File: src/hdl/quadrature_encoder_step_counter_top_defines.svh
// Assertion macros shared by the quadrature encoder step counter RTL.
`ifndef QUADRATURE_ENCODER_STEP_COUNTER_TOP_DEFINES_SVH
`define QUADRATURE_ENCODER_STEP_COUNTER_TOP_DEFINES_SVH

// Same-cycle implication, clocked on clk_i and disabled during reset.
`define QESC_ASSERT_IMPL(lbl, ante, cons, msg) \
  lbl: assert property (@(posedge clk_i) disable iff (!rst_ni) (ante) |-> (cons)) \
    else $error(msg);

// Next-cycle implication, clocked on clk_i and disabled during reset.
`define QESC_ASSERT_NEXT(lbl, ante, cons, msg) \
  lbl: assert property (@(posedge clk_i) disable iff (!rst_ni) (ante) |=> (cons)) \
    else $error(msg);

`endif

File: src/hdl/qesc_pkg.sv
// Types, constants and the quadrature decode table of the encoder step counter.
package qesc_pkg;

  localparam int unsigned NumEncodersDef = 16;
  localparam int unsigned IdxW           = 4;
  localparam int unsigned SampleW        = 2;
  localparam int unsigned PpsW           = 7;
  localparam int unsigned SumW           = 8;
  localparam int unsigned CountW         = 16;
  localparam int unsigned PulseW         = 2;

  localparam logic [PpsW-1:0] PpsReset = 7'd4;

  localparam logic signed [PulseW-1:0] PulseNone = 2'sb00;
  localparam logic signed [PulseW-1:0] PulseUp   = 2'sb01;
  localparam logic signed [PulseW-1:0] PulseDown = 2'sb11;

  localparam logic signed [SumW-1:0] SumMax = 8'sh7F;
  localparam logic signed [SumW-1:0] SumMin = 8'sh80;

  localparam logic [CountW-1:0] CountInc = 16'h0001;
  localparam logic [CountW-1:0] CountDec = 16'hFFFF;

  typedef struct packed {
    logic        [CountW-1:0]  count;
    logic signed [SumW-1:0]    sum;
    logic                      dir;
    logic        [SampleW-1:0] prev;
  } entry_t;

  typedef struct packed {
    logic signed [CountW-1:0] step_total;
    logic signed [PulseW-1:0] step_event;
    logic signed [PulseW-1:0] quarter_pulse;
  } result_t;

  function automatic logic signed [PulseW-1:0] quad_decode(input logic [3:0] code);
    logic signed [PulseW-1:0] p;
    unique case (code)
      4'd1, 4'd7, 4'd8, 4'd14: p = PulseDown;
      4'd2, 4'd4, 4'd11, 4'd13: p = PulseUp;
      default: p = PulseNone;
    endcase
    return p;
  endfunction

endpackage

File: src/hdl/qesc_state_mem.sv
// Per-encoder state memory with valid bits, registered read and write forwarding.
module qesc_state_mem
  import qesc_pkg::*;
#(
  parameter int unsigned NumEntries = NumEncodersDef,
  parameter int unsigned AddrW      = 4
) (
  input  logic             clk_i,
  input  logic             rst_ni,
  input  logic             rd_en_i,
  input  logic [AddrW-1:0] rd_addr_i,
  input  logic             wr_en_i,
  input  logic [AddrW-1:0] wr_addr_i,
  input  entry_t           wr_data_i,
  output entry_t           rd_data_o
);

  entry_t                  mem [NumEntries];
  logic [NumEntries-1:0]   valid_q;
  entry_t                  rd_q;
  entry_t                  fwd_q;
  logic                    hit_q;
  logic                    rd_valid_q;

  always_ff @(posedge clk_i) begin
    if (wr_en_i) begin
      mem[wr_addr_i] <= wr_data_i;
    end
    if (rd_en_i) begin
      rd_q  <= mem[rd_addr_i];
      fwd_q <= wr_data_i;
    end
  end

  always_ff @(posedge clk_i or negedge rst_ni) begin
    if (!rst_ni) begin
      valid_q    <= '0;
      hit_q      <= 1'b0;
      rd_valid_q <= 1'b0;
    end else begin
      if (wr_en_i) begin
        valid_q[wr_addr_i] <= 1'b1;
      end
      if (rd_en_i) begin
        hit_q      <= wr_en_i && (wr_addr_i == rd_addr_i);
        rd_valid_q <= valid_q[rd_addr_i];
      end
    end
  end

  always_comb begin
    if (hit_q) begin
      rd_data_o = fwd_q;
    end else if (rd_valid_q) begin
      rd_data_o = rd_q;
    end else begin
      rd_data_o = '0;
    end
  end

endmodule

File: src/hdl/qesc_update.sv
// Decode of one sample and the update of its encoder's state entry.
module qesc_update
  import qesc_pkg::*;
(
  input  entry_t            entry_i,
  input  logic [SampleW-1:0] sample_i,
  input  logic [PpsW-1:0]   pps_i,
  input  logic              in_range_i,
  output entry_t            entry_o,
  output result_t           result_o
);

  logic signed [PulseW-1:0] pulse;
  logic signed [SumW:0]     sum_ext;
  logic signed [SumW-1:0]   sum_sat;
  logic        [SumW-1:0]   mag;
  logic                     new_dir;
  logic signed [PulseW-1:0] event_v;

  always_comb begin
    pulse   = quad_decode({entry_i.prev, sample_i});
    sum_ext = {entry_i.sum[SumW-1], entry_i.sum}
            + {{(SumW + 1 - PulseW){pulse[PulseW-1]}}, pulse};
    if (sum_ext[SumW] != sum_ext[SumW-1]) begin
      sum_sat = sum_ext[SumW] ? SumMin : SumMax;
    end else begin
      sum_sat = sum_ext[SumW-1:0];
    end
    mag     = sum_sat[SumW-1] ? (~sum_sat + 1'b1) : sum_sat;
    new_dir = !pulse[PulseW-1];
    event_v = PulseNone;

    entry_o      = entry_i;
    entry_o.prev = sample_i;
    if (pulse != PulseNone) begin
      entry_o.sum = sum_sat;
      entry_o.dir = new_dir;
      if ((entry_i.dir == new_dir) && (mag >= {1'b0, pps_i})) begin
        event_v       = new_dir ? PulseUp : PulseDown;
        entry_o.count = entry_i.count + (new_dir ? CountInc : CountDec);
        entry_o.sum   = '0;
      end
    end

    if (in_range_i) begin
      result_o.step_total    = entry_o.count;
      result_o.step_event    = event_v;
      result_o.quarter_pulse = pulse;
    end else begin
      result_o = '0;
    end
  end

endmodule

File: src/hdl/quadrature_encoder_step_counter_top.sv
// Top level of the scanned quadrature encoder step counter.
//
//   Channel   Direction  Payload (low bit up)
//   s_axis    in         encoder_index[3:0], ab_sample[5:4]
//   m_axis    out        step_total[15:0], step_event[17:16], quarter_pulse[19:18]
//   cfg       in         pulses_per_step[6:0]
//
// One beat per cycle is accepted while the output side takes results.
// Each beat takes a state memory read, then update, write-back and a registered result.
// A write to the entry being read in the same cycle is forwarded to the next update.
// Reset clears the per-entry valid bits at once; there is no clearing pass.
// A stalled output holds one result; one further beat waits in the update stage.
`include "quadrature_encoder_step_counter_top_defines.svh"

module quadrature_encoder_step_counter_top
  import qesc_pkg::*;
#(
  parameter int unsigned NUM_ENCODERS = NumEncodersDef
) (
  input  logic            clk_i,
  input  logic            rst_ni,
  input  logic            s_axis_tvalid,
  output logic            s_axis_tready,
  input  logic [7:0]      s_axis_tdata,   // encoder_index, ab_sample
  output logic            m_axis_tvalid,
  input  logic            m_axis_tready,
  output logic [23:0]     m_axis_tdata,   // step_total, step_event, quarter_pulse
  input  logic            cfg_we_i,
  input  logic [PpsW-1:0] cfg_wdata_i
);

  localparam int unsigned AddrW = (NUM_ENCODERS > 1) ? $clog2(NUM_ENCODERS) : 1;
  localparam int unsigned CmpW  = 10;
  localparam logic [CmpW-1:0] NumEnc = CmpW'(NUM_ENCODERS);

  logic [PpsW-1:0]       pps_q;
  logic [IdxW-1:0]       in_idx;
  logic [SampleW-1:0]    in_sample;
  logic [IdxW+AddrW-1:0] idx_wide;
  logic [AddrW-1:0]      in_addr;
  logic                  in_range;
  logic                  s_accept;
  logic                  advance;
  logic                  out_load;
  logic                  wr_en;

  logic                  s1_valid_q;
  logic [AddrW-1:0]      s1_addr_q;
  logic [SampleW-1:0]    s1_sample_q;
  logic                  s1_in_range_q;

  logic                  out_valid_q;
  result_t               out_q;

  entry_t                rd_entry;
  entry_t                upd_entry;
  result_t               upd_res;

  assign in_idx    = s_axis_tdata[IdxW-1:0];
  assign in_sample = s_axis_tdata[IdxW+SampleW-1:IdxW];
  assign idx_wide  = {{AddrW{1'b0}}, in_idx};
  assign in_addr   = idx_wide[AddrW-1:0];
  assign in_range  = {{(CmpW - IdxW){1'b0}}, in_idx} < NumEnc;

  assign advance       = s1_valid_q && (!out_valid_q || m_axis_tready);
  assign out_load      = advance;
  assign s_axis_tready = !s1_valid_q || advance;
  assign s_accept      = s_axis_tvalid && s_axis_tready;
  assign wr_en         = advance && s1_in_range_q;

  qesc_state_mem #(
    .NumEntries (NUM_ENCODERS),
    .AddrW      (AddrW)
  ) u_mem (
    .clk_i     (clk_i),
    .rst_ni    (rst_ni),
    .rd_en_i   (s_accept && in_range),
    .rd_addr_i (in_addr),
    .wr_en_i   (wr_en),
    .wr_addr_i (s1_addr_q),
    .wr_data_i (upd_entry),
    .rd_data_o (rd_entry)
  );

  qesc_update u_update (
    .entry_i    (rd_entry),
    .sample_i   (s1_sample_q),
    .pps_i      (pps_q),
    .in_range_i (s1_in_range_q),
    .entry_o    (upd_entry),
    .result_o   (upd_res)
  );

  always_ff @(posedge clk_i or negedge rst_ni) begin
    if (!rst_ni) begin
      pps_q       <= PpsReset;
      s1_valid_q  <= 1'b0;
      out_valid_q <= 1'b0;
    end else begin
      if (cfg_we_i) begin
        pps_q <= cfg_wdata_i;
      end
      if (s_accept) begin
        s1_valid_q <= 1'b1;
      end else if (advance) begin
        s1_valid_q <= 1'b0;
      end
      if (out_load) begin
        out_valid_q <= 1'b1;
      end else if (m_axis_tready) begin
        out_valid_q <= 1'b0;
      end
    end
  end

  always_ff @(posedge clk_i) begin
    if (s_accept) begin
      s1_addr_q     <= in_addr;
      s1_sample_q   <= in_sample;
      s1_in_range_q <= in_range;
    end
    if (out_load) begin
      out_q <= upd_res;
    end
  end

  assign m_axis_tvalid = out_valid_q;
  assign m_axis_tdata  = {4'b0000, out_q.quarter_pulse, out_q.step_event, out_q.step_total};

  `QESC_ASSERT_NEXT(a_s1_hold, s1_valid_q && !advance,
                    s1_valid_q && $stable(s1_addr_q) && $stable(s1_sample_q),
                    "Update stage lost its beat while stalled.")
  `QESC_ASSERT_NEXT(a_accept_fills, s_accept, s1_valid_q,
                    "Accepted beat did not reach the update stage.")
  `QESC_ASSERT_IMPL(a_event_dir, out_load && (upd_res.step_event != PulseNone),
                    upd_res.step_event == upd_res.quarter_pulse,
                    "Step counted against the decoded direction.")
  `QESC_ASSERT_IMPL(a_range_zero, out_load && !s1_in_range_q, upd_res == '0,
                    "Result for an absent encoder is not zero.")

endmodule

File: config.mk
export PLATFORM = sky130hd
export DESIGN_NAME = quadrature_encoder_step_counter_top
export DESIGN_NICKNAME = d
export VERILOG_FILES = /design/src/hdl/qesc_pkg.sv /design/src/hdl/qesc_state_mem.sv /design/src/hdl/qesc_update.sv /design/src/hdl/quadrature_encoder_step_counter_top.sv
export VERILOG_INCLUDE_DIRS = /design/src /design/src/hdl
export SDC_FILE = /design/constraint.sdc
export NUM_CORES = 1
export LEC_CHECK = 0
export ABC_AREA = 0
export CORE_ASPECT_RATIO = 1.25
export CORE_UTILIZATION = 30
export CTS_BUF_LIST = sky130_fd_sc_hd__clkbuf_8 sky130_fd_sc_hd__clkbuf_16
export CTS_CLUSTER_DIAMETER = 30
export DETAILED_ROUTE_END_ITERATION = 8
export DONT_BUFFER_PORTS = 1
export SYNTH_ARGS = -nofsm -noshare
export SYNTH_HDL_FRONTEND = slang
export SYNTH_HIERARCHICAL = 1
export SYNTH_SLANG_ARGS = --single-unit
File: constraint.sdc
create_clock -name clk_i -period 8.3 [get_ports clk_i]
set_input_delay 1.66 -clock clk_i [delete_from_list [all_inputs] [get_ports clk_i]]
set_output_delay 1.66 -clock clk_i [all_outputs]
set_load 0.01 [all_outputs]
==> results_dict.tcl <==
set metrics [dict create \
    run_status "finished with violations" \
    violations "DRC" \
    antenna_left 0 \
    synth_top_area_share_pct 68.4 \
    syn_avg_cell_area_um2 19.9 \
    layout_commonest_cell "edfxtp_1" \
    placed_area_um2 23800 \
    critical_path_class "flip-flop to flip-flop" \
    clkLatencyLatePin_ns 0.60 \
    hp-start "u_mem/valid_q[2]" \
    num_rows 111 \
    synth_enable_flop_cells 512 \
    yosys_warnings 6 \
    yosysUniqueCellTypes 68 \
    max_stage_delay_ns 0.96 \
    path_delay_family "compound AO/OA/AOI/OAI gates" \
    drive_gt1_share_pct 29.7 \
    worst_pin_slew_ns 1.25 \
    grt_pass1_vias 11700 \
    wl_um 50100 \
    ir_drop_v 0.000185 \
    syn_inst 1130 \
    wl_per_cell_um 22.6 \
    start_util_pct 30.5 \
    antenna_cells 0 \
    synth_seq_cells 539 \
    htreeDepth 3 \
    ys_async_sr_fraction_pct 5.01 \
    clk_path_buf_depth 3 \
    worst_setup_path_start_kind "flip-flop" \
    timing.fmax_mhz 132 \
    setup_tns_ns 0 \
    powerDensity_nw_per_um2 361 \
    finalCritPeriodShare_pct 91.4 \
    die_area_um2 76100 \
    crit_start "u_mem/hit_q" \
    clock-root-buffer "clkbuf_16" \
    synth_area_um2 22500 \
    antenna_found_initial 0 \
    io_pins 46 \
    drt-initial-drc-count 842 \
    grtUsageMet2_pct 24.3 \
    clkSlewWorstSetupHoldPaths_ns 0.05 \
    rsz0062_at_grt "no" \
    coreArea_um2 73700 \
    cts_hold_buf 0 \
    grt_max_degree 115 \
    vias 10900 \
    dpl.hpwl_um 27200 \
    max-slew-margin-rel_pct 16.1 \
    path_buf_inv 1 \
    critPathRequiredTime_ns 8.54 \
    final_max_slew_viol_count 0 \
    clock_sinks 539 \
    hold_path.class "flip-flop to flip-flop" \
    numPortBuffers 0 \
    grt_use_met3_pct 2.65 \
    critPathMaxFanout 17 \
    yosysSeqAreaShare_pct 71.4 \
    finalClockSkew_ns 0.0316 \
    die_w_um 247 \
    grt_busiest_layer "met2" \
    avgViaCountPerCell 4.94 \
    arrival_ns 7.83 \
    grt_usage_pct 13.6 \
    slowest_stage "o31ai_2" \
    finalInstanceArea_um2 26200 \
    grt_use_met1_pct 16.1 \
    synth_area_leaders "edfxtp_1 (68%), mux4_2 (14%), dfrtp_1 (2.9%)" \
    drc 8 \
    globalplace.congestion 0.803 \
    nets 1252 \
    r2r-start "u_mem/hit_q" \
    cts_buffers 74 \
    first_pass_iters 7 \
    maxCapViolations 0 \
    p_leak_nw 8.75 \
    synth_ff_type "edfxtp_1" \
    min_period_ns 7.59 \
    cts_tree "built" \
    area_growth_pct 16.6 \
    yosys.area.top_type "edfxtp_1" \
    hold_viol 0 \
    grt_pass1_wl_um 75400 \
    setup_viol 0 \
    layout_common_cells "edfxtp_1 (512), mux4_2 (140), clkbuf_16 (76), ha_1 (36), buf_4 (33)" \
    nFillCells 6744 \
    endpoint_kind "flip-flop" \
    fp.dieH_um 308 \
    gr-total-overflow 0 \
]
state kept, by name, indices dropped and copies added, names as in the netlist:
register / cells
u_mem/rd_q: 27
u_mem/hit_q: 1
u_mem/rd_valid_q: 1
s1_valid_q: 1
m_axis_tdata: 20
m_axis_tvalid: 1
u_mem/mem: 432
pps_q: 7
u_mem/fwd_q: 27
s1_sample_q: 2
u_mem/valid_q: 16
s1_addr_q: 4
cell families after synthesis:
group / count (synthesis) / synth area share, %
AO/OA/AOI/OAI: 118 / 3.93
XOR/XNOR: 21 / 0.884
adder cells (fa/ha/maj): 38 / 2.18
buffers and inverters: 76 / 1.88
flip-flops: 539 / 71.4
multiplexers: 166 / 15.6
other: 2 / 0.0334
AND/OR/NAND/NOR: 170 / 4.12
layout make-up:
cell class,count,area (um2),area share [%]
Sequential cell,539,16100,61.2
Multi-Input combinational cell,526,6210,23.7
Clock buffer,76,1900,7.25
Tap cell,960,1200,4.58
Clock inverter,60,547,2.08
Timing Repair Buffer,33,248,0.944
Inverter,20,75.1,0.286
what timing repair did:
action                     CTS  global route
setup endpoints to repair    0            34
resized for setup            0             2
buffers inserted             0             0
per-stage QoR:
stage	power [mW]	cells	hold slack [ns]	utilization, %	setup slack, ns
6_report	9.48	2214	0.464	35.6	0.710
2_1_floorplan	5.79	1141	0.434	-	1.48
5_1_grt	9.92	2214	0.478	35.6	0.0559
4_1_cts	9.54	2214	0.468	35.5	0.536
3_5_place_dp	6.46	2078	0.448	32.2	0.615
3_3_place_gp	6.35	2078	0.445	32.2	0.815
report_power, final:
group	switching (mW)	internal (mW)	leakage (nW)	total [mW]
Sequential	0.0813	3.96	5.02	4.05
Clock	1.25	1.81	1.21	3.06
Combinational	1.54	0.836	2.52	2.37
cell usage after synthesis, types with 3 or more instances:
cell type	instances
a211oi_1	9
a21o_1	10
a21oi_1	16
a22o_1	26
and2_1	19
and3_1	3
buf_1	3
buf_2	8
buf_4	7
buf_6	12
clkbuf_1	25
dfrtp_1	26
edfxtp_1	512
ha_1	36
inv_1	18
mux2_4	19
mux2i_1	5
mux4_2	140
nand2_1	29
nand2b_1	12
nand3_1	6
nand3b_1	3
nor2_1	37
nor2b_1	6
nor3_1	16
nor3b_1	3
nor4b_1	3
o21a_1	4
o21ai_0	20
o31ai_1	8
or2_2	17
or3_1	4
xnor2_1	17
xor2_1	3
routing by layer:
metal,vias to the layer above,share of wire (%)
met4,0,2.1
li1,4785,-
met1,5796,39
met5,-,0
met3,78,5.2
met2,289,53
final timing paths:
kind / to / slack (ns) / cells past startpoint
max: u_mem/mem[5][3] / 0.71 / 26
min: u_mem/valid_q[2] / 0.46 / 1
max reg2reg: u_mem/mem[5][3] / 0.71 / 26
min in group asynchronous: u_mem/valid_q[9] / 0.77 / 0
max in group asynchronous: pps_q[2] / 7.35 / 0
min reg2reg: u_mem/valid_q[2] / 0.46 / 1
(Power assumes the default switching activity.)
